<file path="src/cda_pkg.sv">
// Shared types, constants and calendar helpers for the calendar date adder.
// Used by cda_divider and calendar_date_adder_unit; depends on nothing.
package cda_pkg;

	localparam int YEAR_BITS   = 16;
	localparam int AMOUNT_BITS = 12;

	// month - 1 + amount needs one bit above the amount
	localparam int TOTAL_BITS = AMOUNT_BITS + 1;
	// day + amount, day up to 31
	localparam int DAYS_BITS  = ((AMOUNT_BITS > 5) ? AMOUNT_BITS : 5) + 1;
	// year + added years, one carry bit for the overflow check
	localparam int SUM_BITS   = ((YEAR_BITS > AMOUNT_BITS) ? YEAR_BITS : AMOUNT_BITS) + 1;
	// divider dividend: holds a year or a month total
	localparam int DIV_BITS   = (YEAR_BITS > TOTAL_BITS) ? YEAR_BITS : TOTAL_BITS;

	// year / 400 = (year >> 4) / 25; reciprocal of 25 is exact below 2^30
	localparam int          RCP_CYC_SHIFT = 32;
	localparam logic [27:0] RCP_CYC       = 28'd171798692;
	localparam int          CYC_X_BITS    = DIV_BITS - 4;
	localparam int          CYC_P_BITS    = CYC_X_BITS + 28;
	// total / 12 = (total >> 2) / 3; reciprocal of 3 is exact below 2^19
	localparam int          RCP_MON_SHIFT = 20;
	localparam logic [18:0] RCP_MON       = 19'd349526;
	localparam int          MON_X_BITS    = TOTAL_BITS - 2;
	localparam int          MON_P_BITS    = MON_X_BITS + 19;

	localparam logic [YEAR_BITS-1:0] YEAR_MAX = '1;

	localparam logic [8:0] DIV_MONTHS = 9'd12;
	localparam logic [8:0] DIV_CYCLE  = 9'd400;
	localparam logic [8:0] CYCLE_LAST = 9'd399;

	localparam logic [1:0] REQ_LOAD   = 2'd0;
	localparam logic [1:0] REQ_DAYS   = 2'd1;
	localparam logic [1:0] REQ_MONTHS = 2'd2;
	localparam logic [1:0] REQ_YEARS  = 2'd3;

	localparam logic [1:0] STATUS_OK   = 2'd0;
	localparam logic [1:0] STATUS_BAD  = 2'd1;
	localparam logic [1:0] STATUS_SAT  = 2'd2;

	localparam logic [3:0] MON_FEB = 4'd2;
	localparam logic [3:0] MON_DEC = 4'd12;

	typedef struct packed {
		logic                go;
		logic [8:0]          divisor;
		logic [DIV_BITS-1:0] dividend;
	} div_req_t;

	typedef struct packed {
		logic                done;
		logic [DIV_BITS-1:0] quo;
		logic [8:0]          rem;
	} div_rsp_t;

	// leap test from the year modulo 400
	function automatic logic is_leap400(input logic [8:0] r);
		is_leap400 = (r[1:0] == 2'd0) && (r != 9'd100) && (r != 9'd200) && (r != 9'd300);
	endfunction

	// days in a month; out-of-range months count as 31
	function automatic logic [4:0] month_len(input logic [3:0] m, input logic leap);
		case (m)
			4'd2:  month_len = leap ? 5'd29 : 5'd28;
			4'd4:  month_len = 5'd30;
			4'd6:  month_len = 5'd30;
			4'd9:  month_len = 5'd30;
			4'd11: month_len = 5'd30;
			default: month_len = 5'd31;
		endcase
	endfunction

endpackage

</file>
<file path="src/cda_divider.sv">
// Divider by 12 or 400 through reciprocal multiplication, three registered stages.
// Depends on cda_pkg for widths, reciprocals and the request/response structs.
module cda_divider (
	input  logic              clk,
	input  logic              arst_n,
	input  cda_pkg::div_req_t req,
	output cda_pkg::div_rsp_t rsp
);

	logic                           go_s1;
	logic                           go_s2;
	logic                           done_q;
	logic [cda_pkg::DIV_BITS-1:0]   dvd_s1;
	logic [8:0]                     div_s1;
	logic [cda_pkg::DIV_BITS-1:0]   dvd_s2;
	logic [8:0]                     div_s2;
	logic [cda_pkg::DIV_BITS-1:0]   quo_s2;
	logic [cda_pkg::DIV_BITS-1:0]   quo_q;
	logic [8:0]                     rem_q;
	logic [cda_pkg::CYC_P_BITS-1:0] prod_cyc;
	logic [cda_pkg::MON_P_BITS-1:0] prod_mon;
	logic [cda_pkg::DIV_BITS-1:0]   quo_cyc;
	logic [cda_pkg::DIV_BITS-1:0]   quo_mon;
	logic [cda_pkg::DIV_BITS-1:0]   back;
	logic [cda_pkg::DIV_BITS-1:0]   diff;

	// quotient from the pre-shifted dividend times the reciprocal
	assign prod_cyc = cda_pkg::CYC_P_BITS'(dvd_s1[cda_pkg::DIV_BITS-1:4])
	                  * cda_pkg::CYC_P_BITS'(cda_pkg::RCP_CYC);
	assign prod_mon = cda_pkg::MON_P_BITS'(dvd_s1[cda_pkg::TOTAL_BITS-1:2])
	                  * cda_pkg::MON_P_BITS'(cda_pkg::RCP_MON);
	assign quo_cyc  = cda_pkg::DIV_BITS'(prod_cyc[cda_pkg::CYC_P_BITS-1:cda_pkg::RCP_CYC_SHIFT]);
	assign quo_mon  = cda_pkg::DIV_BITS'(prod_mon[cda_pkg::MON_P_BITS-1:cda_pkg::RCP_MON_SHIFT]);

	// remainder by subtracting quotient times divisor
	assign back = quo_s2 * cda_pkg::DIV_BITS'(div_s2);
	assign diff = dvd_s2 - back;

	always_ff @(posedge clk or negedge arst_n) begin
		if (!arst_n) begin
			go_s1  <= 1'b0;
			go_s2  <= 1'b0;
			done_q <= 1'b0;
		end else begin
			go_s1  <= req.go;
			go_s2  <= go_s1;
			done_q <= go_s2;
		end
	end

	always_ff @(posedge clk) begin
		if (req.go) begin
			dvd_s1 <= req.dividend;
			div_s1 <= req.divisor;
		end
		if (go_s1) begin
			dvd_s2 <= dvd_s1;
			div_s2 <= div_s1;
			quo_s2 <= (div_s1 == cda_pkg::DIV_CYCLE) ? quo_cyc : quo_mon;
		end
		if (go_s2) begin
			quo_q <= quo_s2;
			rem_q <= diff[8:0];
		end
	end

	assign rsp.done = done_q;
	assign rsp.quo  = quo_q;
	assign rsp.rem  = rem_q;

endmodule

</file>
<file path="src/calendar_date_adder_unit.sv">
// Calendar date adder top level, held Gregorian date; built on cda_pkg and cda_divider.
// A load runs the year % 400 divide and then checks the day; a year add checks overflow,
// then runs the year % 400 divide; a month add first divides the month total by 12; a day
// add walks month by month. One item at a time, busy for the whole item, so a new request
// is taken only once the last result is out. Results cannot be stalled.
// Reset (async, active low) gives 1 January of year 1, idle, no result pending.
module calendar_date_adder_unit (
	input  logic                            clk,
	input  logic                            arst_n,
	input  logic                            start,
	output logic                            busy,
	input  logic [1:0]                      req_type,
	input  logic [4:0]                      load_day,
	input  logic [3:0]                      load_month,
	input  logic [cda_pkg::YEAR_BITS-1:0]   load_year,
	input  logic [cda_pkg::AMOUNT_BITS-1:0] amount,
	output logic                            done,
	output logic [4:0]                      cur_day,
	output logic [3:0]                      cur_month,
	output logic [cda_pkg::YEAR_BITS-1:0]   cur_year,
	output logic [1:0]                      status
);

	// sequencer states
	localparam logic [3:0] S_IDLE     = 4'd0;
	localparam logic [3:0] S_MON_GO   = 4'd1;  // launch total / 12
	localparam logic [3:0] S_MON_WAIT = 4'd2;
	localparam logic [3:0] S_YEAR_ADD = 4'd3;  // add years, overflow check
	localparam logic [3:0] S_MOD_GO   = 4'd4;  // launch year % 400
	localparam logic [3:0] S_MOD_WAIT = 4'd5;
	localparam logic [3:0] S_LOAD_DAY = 4'd6;  // check loaded day vs new month
	localparam logic [3:0] S_SETTLE   = 4'd7;  // clamp day after month/year add
	localparam logic [3:0] S_WALK     = 4'd8;  // add days, one month per cycle

	logic [3:0]                      state_q;
	logic                            done_q;
	logic [1:0]                      status_q;
	logic [1:0]                      req_q;
	logic [4:0]                      day_q;
	logic [3:0]                      month_q;
	logic [cda_pkg::YEAR_BITS-1:0]   year_q;
	logic [8:0]                      yr400_q;   // year modulo 400, tracks year_q
	logic [4:0]                      ld_day_q;
	logic                            was_last_q;
	logic [cda_pkg::AMOUNT_BITS-1:0] addy_q;
	logic [cda_pkg::TOTAL_BITS-1:0]  total_q;
	logic [cda_pkg::DAYS_BITS-1:0]   days_q;

	logic [4:0]                      len_cur;
	logic [cda_pkg::SUM_BITS-1:0]    year_sum;
	logic [cda_pkg::DAYS_BITS-1:0]   len_ext;

	cda_pkg::div_req_t div_req;
	cda_pkg::div_rsp_t div_rsp;

	cda_divider u_div (
		.clk    (clk),
		.arst_n (arst_n),
		.req    (div_req),
		.rsp    (div_rsp)
	);

	// February length always follows the tracked year remainder
	assign len_cur  = cda_pkg::month_len(month_q, cda_pkg::is_leap400(yr400_q));
	assign len_ext  = cda_pkg::DAYS_BITS'(len_cur);
	assign year_sum = cda_pkg::SUM_BITS'(year_q) + cda_pkg::SUM_BITS'(addy_q);

	always_comb begin
		div_req.go       = (state_q == S_MON_GO) || (state_q == S_MOD_GO);
		div_req.divisor  = (state_q == S_MON_GO) ? cda_pkg::DIV_MONTHS : cda_pkg::DIV_CYCLE;
		div_req.dividend = (state_q == S_MON_GO) ? cda_pkg::DIV_BITS'(total_q)
		                                         : cda_pkg::DIV_BITS'(year_q);
	end

	always_ff @(posedge clk or negedge arst_n) begin
		if (!arst_n) begin
			state_q  <= S_IDLE;
			done_q   <= 1'b0;
			status_q <= cda_pkg::STATUS_OK;
			day_q    <= 5'd1;
			month_q  <= 4'd1;
			year_q   <= cda_pkg::YEAR_BITS'(1);
			yr400_q  <= 9'd1;
		end else begin
			done_q <= 1'b0;
			case (state_q)
				S_IDLE: begin
					if (start) begin
						status_q <= cda_pkg::STATUS_OK;
						case (req_type)
							cda_pkg::REQ_LOAD: begin
								if (load_month >= 4'd1 && load_month <= cda_pkg::MON_DEC)
									month_q <= load_month;
								else
									status_q <= cda_pkg::STATUS_BAD;
								if (load_year != '0)
									year_q <= load_year;
								else
									status_q <= cda_pkg::STATUS_BAD;
								state_q <= S_MOD_GO;
							end
							cda_pkg::REQ_DAYS: begin
								state_q <= S_WALK;
							end
							cda_pkg::REQ_MONTHS: begin
								state_q <= S_MON_GO;
							end
							default: begin
								state_q <= S_YEAR_ADD;
							end
						endcase
					end
				end
				S_MON_GO: state_q <= S_MON_WAIT;
				S_MON_WAIT: begin
					if (div_rsp.done) begin
						month_q <= 4'(div_rsp.rem + 9'd1);
						state_q <= S_YEAR_ADD;
					end
				end
				S_YEAR_ADD: begin
					if (year_sum > cda_pkg::SUM_BITS'(cda_pkg::YEAR_MAX)) begin
						day_q    <= 5'd31;
						month_q  <= cda_pkg::MON_DEC;
						year_q   <= cda_pkg::YEAR_MAX;
						status_q <= cda_pkg::STATUS_SAT;
					end else begin
						year_q <= year_sum[cda_pkg::YEAR_BITS-1:0];
					end
					state_q <= S_MOD_GO;
				end
				S_MOD_GO: state_q <= S_MOD_WAIT;
				S_MOD_WAIT: begin
					if (div_rsp.done) begin
						yr400_q <= div_rsp.rem;
						if (req_q == cda_pkg::REQ_LOAD)
							state_q <= S_LOAD_DAY;
						else if (status_q == cda_pkg::STATUS_SAT) begin
							state_q <= S_IDLE;
							done_q  <= 1'b1;
						end else
							state_q <= S_SETTLE;
					end
				end
				S_LOAD_DAY: begin
					if (ld_day_q >= 5'd1 && ld_day_q <= len_cur)
						day_q <= ld_day_q;
					else begin
						status_q <= cda_pkg::STATUS_BAD;
						// kept day may not fit the new month
						if (day_q > len_cur)
							day_q <= len_cur;
						else if (day_q == 5'd0)
							day_q <= 5'd1;
					end
					state_q <= S_IDLE;
					done_q  <= 1'b1;
				end
				S_SETTLE: begin
					// last day stays last day, others clamp
					if (was_last_q || day_q > len_cur)
						day_q <= len_cur;
					else if (day_q == 5'd0)
						day_q <= 5'd1;
					state_q <= S_IDLE;
					done_q  <= 1'b1;
				end
				S_WALK: begin
					if (days_q <= len_ext) begin
						day_q   <= days_q[4:0];
						state_q <= S_IDLE;
						done_q  <= 1'b1;
					end else if (month_q >= cda_pkg::MON_DEC) begin
						if (year_q == cda_pkg::YEAR_MAX) begin
							day_q    <= 5'd31;
							month_q  <= cda_pkg::MON_DEC;
							status_q <= cda_pkg::STATUS_SAT;
							state_q  <= S_MOD_GO;
						end else begin
							year_q  <= year_q + 1'b1;
							month_q <= 4'd1;
							yr400_q <= (yr400_q == cda_pkg::CYCLE_LAST) ? 9'd0 : yr400_q + 9'd1;
						end
					end else begin
						month_q <= month_q + 4'd1;
					end
				end
				default: state_q <= S_IDLE;
			endcase
		end
	end

	// request payload, no reset needed
	always_ff @(posedge clk) begin
		if (state_q == S_IDLE && start) begin
			req_q      <= req_type;
			ld_day_q   <= load_day;
			was_last_q <= (day_q == len_cur);
			addy_q     <= amount;
			total_q    <= cda_pkg::TOTAL_BITS'(month_q) - cda_pkg::TOTAL_BITS'(1)
			              + cda_pkg::TOTAL_BITS'(amount);
			days_q     <= cda_pkg::DAYS_BITS'(day_q) + cda_pkg::DAYS_BITS'(amount);
		end else if (state_q == S_MON_WAIT && div_rsp.done) begin
			addy_q <= div_rsp.quo[cda_pkg::AMOUNT_BITS-1:0];
		end else if (state_q == S_WALK && days_q > len_ext) begin
			days_q <= days_q - len_ext;
		end
	end

	assign busy      = (state_q != S_IDLE);
	assign done      = done_q;
	assign cur_day   = day_q;
	assign cur_month = month_q;
	assign cur_year  = year_q;
	assign status    = status_q;

`ifndef ASSERT_OFF
	a_done_after_work: assert property (@(posedge clk) disable iff (!arst_n)
		done |-> $past(busy))
		else $error("result strobe without a request in flight");

	a_accept_goes_busy: assert property (@(posedge clk) disable iff (!arst_n)
		(start && !busy) |=> busy)
		else $error("accepted request did not start the sequencer");

	a_yr400_range: assert property (@(posedge clk) disable iff (!arst_n)
		yr400_q < cda_pkg::DIV_CYCLE)
		else $error("year remainder out of range");

	a_month_valid: assert property (@(posedge clk) disable iff (!arst_n)
		done |-> (cur_month >= 4'd1 && cur_month <= cda_pkg::MON_DEC))
		else $error("result month out of range");

	a_day_valid: assert property (@(posedge clk) disable iff (!arst_n)
		done |-> (cur_day >= 5'd1 && cur_day <= len_cur))
		else $error("result day outside its month");
`endif

endmodule

</file>
<file path="config.mk">
export PLATFORM = sky130hd
export DESIGN_NAME = calendar_date_adder_unit
export DESIGN_NICKNAME = d
export VERILOG_FILES = /design/src/cda_pkg.sv /design/src/cda_divider.sv /design/src/calendar_date_adder_unit.sv
export SDC_FILE = /design/constraint.sdc
export NUM_CORES = 1
export LEC_CHECK = 0
export BUFFER_PORTS_ARGS = -buffer_cell sky130_fd_sc_hd__clkbuf_2
export CAP_MARGIN = 30
export CORE_AREA = 5 5 164 166
export CTS_CLUSTER_DIAMETER = 120
export DETAILED_ROUTE_END_ITERATION = 10
export DIE_AREA = 0 0 169 171
export PLACE_DENSITY = 0.8
export SLEW_MARGIN = 0
export SYNTH_ARGS = -nofsm -noshare
export SYNTH_HDL_FRONTEND = slang
export SYNTH_SLANG_ARGS = --single-unit
</file>
<file path="constraint.sdc">
create_clock -name clk -period 6.1 [get_ports clk]
set_input_delay 1.22 -clock clk [delete_from_list [all_inputs] [get_ports clk]]
set_output_delay 1.22 -clock clk [all_outputs]
set_load 0.01 [all_outputs]
</file>
==> flow_metrics.env, run 1 <==
export IMPL_status="complete, no violations"
export IMPL_syn_nets=2033
export IMPL_nNetsFinal=2123
export IMPL_placedCellCount=2027
export IMPL_n_antenna_cell=0
export IMPL_dp_hpwl_um=32800
export IMPL_grt_max_degree=45
export IMPL_synth_most_common_cell="inv_1"
export IMPL_cts_buffer_depth=2
export IMPL_portBuffers=70
export IMPL_setup_viol_count_final=0
export IMPL_vias=12300
export IMPL_cpPeakStageDelay_ns=0.65
export IMPL_path_clk_slew_ns=0.07
export IMPL_cts_tree="done"
export IMPL_overflow=0
export IMPL_wirelength_um=40200
export IMPL_yosysTopAreaCell="edfxtp_1"
export IMPL_ant_nets=0
export IMPL_startpoint_type="flip-flop"
export IMPL_cts_resized=0
export IMPL_cts_root_buf="clkbuf_16"
export IMPL_wl_per_cell_um=19.5
export IMPL_drive_gt1_share_pct=10.2
export IMPL_ctsHoldBuffers=0
export IMPL_gp_congestion=0.988
export IMPL_drt_iter0_markers=1235
export IMPL_synthSimpleGateAreaFrac_pct=11.0
export IMPL_numClockSinks=148
export IMPL_synth_edf_count=104
export IMPL_post_cts_buffers=0
export IMPL_worstPathMaxFanout=3
export IMPL_finalCritPeriodShare_pct=94.5
export IMPL_synthMuxAreaShare_pct=1.24
export IMPL_clk_latency_ns=0.43
export IMPL_tightest_slew_ns=0.950
export IMPL_post_route_drc_count=0
export IMPL_ys_top_cells_by_area="edfxtp_1 20%, ha_1 19%, fa_1 16%"
export IMPL_synth_compound_area_share_pct=13.5
export IMPL_vias_per_cell=5.97
export IMPL_cp_cell_sequence="fa_1 -> inv_1 -> fa_1 -> inv_1 -> fa_1 -> fa_1 -> inv_1 -> fa_1 -> inv_1 -> ha_1 -> a211oi_1 -> o21ai_0 -> a22o_1 -> a2111oi_2 -> buf_4 -> o31ai_1 -> a21oi_1 -> xnor2_1 -> a22o_1"
export IMPL_cpMostUsedCell="fa_1"
export IMPL_ys_top_cells_by_count="282 x inv_1, 240 x ha_1, 129 x fa_1"
export IMPL_min_path_type="reg -> reg"
export IMPL_arrival_ns=5.95
export IMPL_synth_top_cell_area_share_pct=19.7
export IMPL_rows=59
export IMPL_cap_violations=0
export IMPL_syn_area_sq_mm=0.0158
export IMPL_synthCells=1622
export IMPL_period_needed_ns=5.76
export IMPL_cpLargestDelayFamily="adder cells"
export IMPL_firstDrtPassIters=7
export IMPL_synth_adder_area_share_pct=35.3
export IMPL_fin_skew_ns=0.00953
export IMPL_fmax_mhz=174
export IMPL_synth_top_family_by_area="adder cells"
export IMPL_yosys_most_used_dff="edfxtp_1"
export IMPL_dieArea_sq_mm=0.0289
export IMPL_h_tree_depth=4
export IMPL_antenna_found_initial=0
export IMPL_cp_required_ns=6.29
export IMPL_cp_slowest_cell="fa_1"
export IMPL_synthArstFlopShare_pct=29.7
export IMPL_drv_slew=0
export IMPL_synth_seq_cells=148
export IMPL_core_area_sq_mm=0.0255
export IMPL_gr_usage_all_layers_pct=28.7
export IMPL_synthToLayoutAreaGrowth_pct=9.34
export IMPL_cts_buffers=17
export IMPL_io_pins=71
export IMPL_yosysSeqAreaShare_pct=26.7
export IMPL_syn_avg_cell_area_sq_um=9.76
export IMPL_yosys_warnings=0
export IMPL_ys_types=80
export IMPL_die_w_um=169
export IMPL_endpoint_kind="flip-flop"
export IMPL_finalHoldViolations=0
export IMPL_relSlewSlack_pct=36.6
export IMPL_rsz0062_at_grt="no"
export IMPL_initial_core_util_pct=62.1
export IMPL_synthXorXnorAreaFrac_pct=4.65
export IMPL_cp_num_buf_inv=5
export IMPL_setup_tns_ns=0
export IMPL_worstSetupPathType="reg -> reg"
export IMPL_grt_pass1_vias=12600
export IMPL_die_h_um=171
export IMPL_final_cells=2060
export IMPL_grt_pass1_wl_um=65500
worst register-to-register path, cell delays in order, from the launching register on:
cell and delay (ns):
edfxtp_1 0.42, fa_1 0.65, inv_1 0.08, fa_1 0.50
inv_1 0.06, fa_1 0.51, fa_1 0.55, inv_1 0.06
fa_1 0.53, inv_1 0.04, ha_1 0.32, a211oi_1 0.27
o21ai_0 0.14, a22o_1 0.22, a2111oi_2 0.33, buf_4 0.18
o31ai_1 0.11, a21oi_1 0.20, xnor2_1 0.10, a22o_1 0.24
registers in the layout, summed over array words and instances, names as in the netlist, 4 cells and up:
name / flops
u_div.quo_q: 10
u_div.rem_q: 9
yr400_q: 9
addy_q: 12
u_div.dvd_s1: 16
ld_day_q: 5
state_q: 4
u_div.dvd_s2: 9
cur_year: 16
cur_day: 5
total_q: 13
u_div.quo_s2: 10
cur_month: 4
days_q: 13
metal layers:
metal  vias to the layer above  GRT usage [%]  share of wire, %
met3                        85           4.92               6.9
li1                       5763              -                 -
met5                         -              0                 0
met1                      5983           37.6                41
met2                       471           48.7                49
met4                         0           9.84               3.2
layout make-up:
class / count / area, sq um
Sequential cell: 148 / 4230
Fill cell: 1948 / 8160
Timing Repair Buffer: 102 / 612
Clock buffer: 17 / 425
Clock inverter: 15 / 169
Multi-Input combinational cell: 1161 / 10400
Tap cell: 335 / 419
Inverter: 282 / 1060
cell families (layout without fill, tap and decap cells):
family | Yosys count | after routing
buf+inv | 313 | 416
simple gates | 353 | 353
xor+xnor | 84 | 84
compound gates | 337 | 337
flops | 148 | 148
fa+ha+maj | 369 | 369
mux | 18 | 18
per-stage QoR:
stage | util (%) | hold WS [ns] | cell area (sq um) | setup WS [ns]
2_1_floorplan | - | 0.400 | 15800 | 0.685
3_3_place_gp | 65.4 | 0.400 | 16700 | 0.484
3_5_place_dp | 65.5 | 0.405 | 16700 | 0.414
4_1_cts | 67.8 | 0.422 | 17300 | 0.357
5_1_grt | 68.0 | 0.432 | 17300 | 0.120
6_report | 68.0 | 0.421 | 17300 | 0.338
worst paths after layout:
path                             startpoint              end  slack (ns)  cells after the start
setup / recovery           u_div.dvd_s1[13]  u_div.quo_s2[7]        0.34                     19
hold / removal              u_div.dvd_s1[0]  u_div.dvd_s2[0]        0.42                      0
setup reg to reg           u_div.dvd_s1[13]  u_div.quo_s2[7]        0.34                     19
hold reg to reg             u_div.dvd_s1[0]  u_div.dvd_s2[0]        0.42                      0
max in group asynchronous            arst_n      u_div.go_s2        4.78                      2
min in group asynchronous            arst_n       state_q[0]        0.88                      2
cells in the final DEF (no fill, tap or decap), drive strengths merged, types with 40 or more instances in the layout:
cell type	synthesis	layout
xnor2	52	52
ha	240	240
o21ai	101	101
edfxtp	104	104
nor2	79	79
inv	282	290
dfrtp	40	40
fa	129	129
clkbuf	17	87
nand2	107	107
a21oi	98	98
Power of run 1 is left out: the tool's default activity adds up to more than one toggle a clock period on the data nets, which glitch-free logic cannot reach.
==> run 2, diff against run 1 <==
- CTS_CLUSTER_SIZE: not set -> 16
- clock period: 6.1 -> 5.48 ns (I/O delays scaled with it)
==> run 2 against run 1 <==
  * Register-to-register slack got worse by 0.19 ns
  * Highest routed layer unchanged
  * Sequential cell count did not move
  * Via count up 1.6%
  * First-iteration DRC count increased by 7.4%
  * Critical path depth fell by 1
  * Core utilization is 1.2 points higher
  * Sequential share of layout area is 0.44 points lower
  * Fmax is 8.0% higher
  * Wire length is 2.1% higher
  * Critical endpoint is now u_div.quo_s2[5]
==> flow_metrics.env, run 2 (synthesis results as in run 1) <==
export IMPL_cts_tree="done"
export IMPL_cap_violations=0
export IMPL_portBuffers=70
export IMPL_synthToLayoutAreaGrowth_pct=11.3
export IMPL_initial_core_util_pct=62.1
export IMPL_nNetsFinal=2157
export IMPL_dieArea_sq_mm=0.0289
export IMPL_drv_slew=0
export IMPL_die_h_um=171
export IMPL_dp_hpwl_um=33100
export IMPL_clk_latency_ns=0.44
export IMPL_reg2regPathDepth=18
export IMPL_vias=12500
export IMPL_gp_congestion=0.968
export IMPL_numClockSinks=148
export IMPL_firstDrtPassIters=6
export IMPL_setup_viol_count_final=0
export IMPL_worstReg2RegStart="u_div.dvd_s1[15]"
export IMPL_path_clk_slew_ns=0.06
export IMPL_post_route_drc_count=0
export IMPL_relSlewSlack_pct=35.4
export IMPL_cts_root_buf="clkbuf_16"
export IMPL_fin_skew_ns=0.0163
export IMPL_overflow=0
export IMPL_worstHoldStart="u_div.dvd_s2[0]"
export IMPL_die_w_um=169
export IMPL_rsz0062_at_grt="yes"
export IMPL_min_path_type="reg -> reg"
export IMPL_grt_max_degree=45
export IMPL_utilization_pct=69.2
export IMPL_drive_gt1_share_pct=13.1
export IMPL_layout_commonest_cell="inv_1"
export IMPL_arrival_ns=5.51
export IMPL_cts_buffer_depth=2
export IMPL_endpoint_kind="flip-flop"
export IMPL_cp_required_ns=5.65
export IMPL_mostFrequentLayoutCells="279 x inv_1, 239 x ha_1, 128 x fa_1"
export IMPL_grt_pass1_wl_um=66100
export IMPL_core_area_sq_mm=0.0255
export IMPL_rows=59
export IMPL_n_antenna_cell=0
export IMPL_fmax_mhz=187
export IMPL_ctsHoldBuffers=0
export IMPL_drt_iter0_markers=1327
export IMPL_startpoint_type="flip-flop"
export IMPL_status="complete, no violations"
export IMPL_finalCritPeriodShare_pct=97.4
export IMPL_tightest_slew_ns=0.969
export IMPL_vias_per_cell=5.97
export IMPL_io_pins=71
export IMPL_antenna_found_initial=0
export IMPL_r2r_slack_ns=0.14
export IMPL_min_to="u_div.rem_q[0]"
export IMPL_period_needed_ns=5.34
export IMPL_wirelength_um=41000
export IMPL_reg2reg_to="u_div.quo_s2[5]"
export IMPL_ant_nets=0
export IMPL_wl_per_cell_um=19.6
export IMPL_hold_path_depth=0
export IMPL_grt_pass1_vias=12800
export IMPL_finalHoldViolations=0
export IMPL_gr_usage_all_layers_pct=29.0
export IMPL_worstPathMaxFanout=3
export IMPL_h_tree_depth=4
export IMPL_worstSetupPathType="reg -> reg"
export IMPL_cts_buffers=17
## run 2: cell types whose count changed in the layout (fill, tap and decap cells not counted), sizes merged
cell	previous run	this run
clkbuf	87	91
clkinv	4	3
bufinv	2	0
buf	32	66
inv	290	289
## run 2: metrics by stage
stage / instance area [sq um] / hold slack [ns] / TNS [ns] / std cells / setup WS [ns]
floorplan: 15800 / 0.400 / 0 / 1622 / 0.0647
global placement: 16900 / 0.401 / -0.0317 / 2056 / -0.0289
detailed placement: 16900 / 0.406 / -0.153 / 2057 / -0.101
CTS: 17500 / 0.414 / 0 / 2089 / 0.0105
global route: 17600 / 0.428 / -0.114 / 2094 / -0.0527
finish: 17600 / 0.412 / 0 / 2094 / 0.144
## run 2: worst max path at each step
stage	startpoint	endpoint	slack [ns]	cells after the start
after global placement	u_div.dvd_s1[13]	u_div.quo_s2[7]	-0.03	19
after floorplan	u_div.dvd_s1[14]	u_div.quo_s2[7]	0.06	18
after global routing	u_div.dvd_s1[7]	u_div.quo_s2[1]	-0.05	19
final	u_div.dvd_s1[15]	u_div.quo_s2[5]	0.14	18
after CTS	u_div.dvd_s1[7]	u_div.quo_s2[9]	0.01	17
after detailed placement	u_div.dvd_s1[13]	u_div.quo_s2[7]	-0.10	19
## run 2: timing repair
action	in CTS	in global routing
buffers inserted	0	4
gates cloned	0	0
resized for setup	5	23
pin swaps	4	17
setup endpoints to repair	5	10
## run 2: layer usage
metal  GRT usage [%]  up-vias  wire length [um]
li1                -     5836                 -
met1            36.7     6092             16600
met2            50.8      465             20400
met3            4.02      110              2470
met4            10.9        0              1540
met5               0        -                 0
## run 2: area by class of cell
| class | count | area, sq um |
|---|---|---|
| Multi-Input combinational cell | 1161 | 10500 |
| Fill cell | 1944 | 7850 |
| Sequential cell | 148 | 4230 |
| Inverter | 282 | 1060 |
| Timing Repair Buffer | 136 | 865 |
| Clock buffer | 21 | 480 |
| Tap cell | 335 | 419 |
| Clock inverter | 11 | 88.8 |
## run 2: critical path, stage by stage, from the launching register on
cell and delay, ns:
edfxtp_1 0.42, fa_1 0.54, buf_4 0.17, fa_1 0.51, inv_1 0.07, fa_1 0.50, fa_1 0.44, fa_1 0.53
inv_1 0.05, ha_1 0.33, a211oi_2 0.20, o21a_1 0.17, o21bai_1 0.12, a2111oi_2 0.29, buf_4 0.20, nor2_1 0.08
a21oi_2 0.18, xor2_1 0.18, mux2i_1 0.09
Power of run 2 is left out for the same reason.
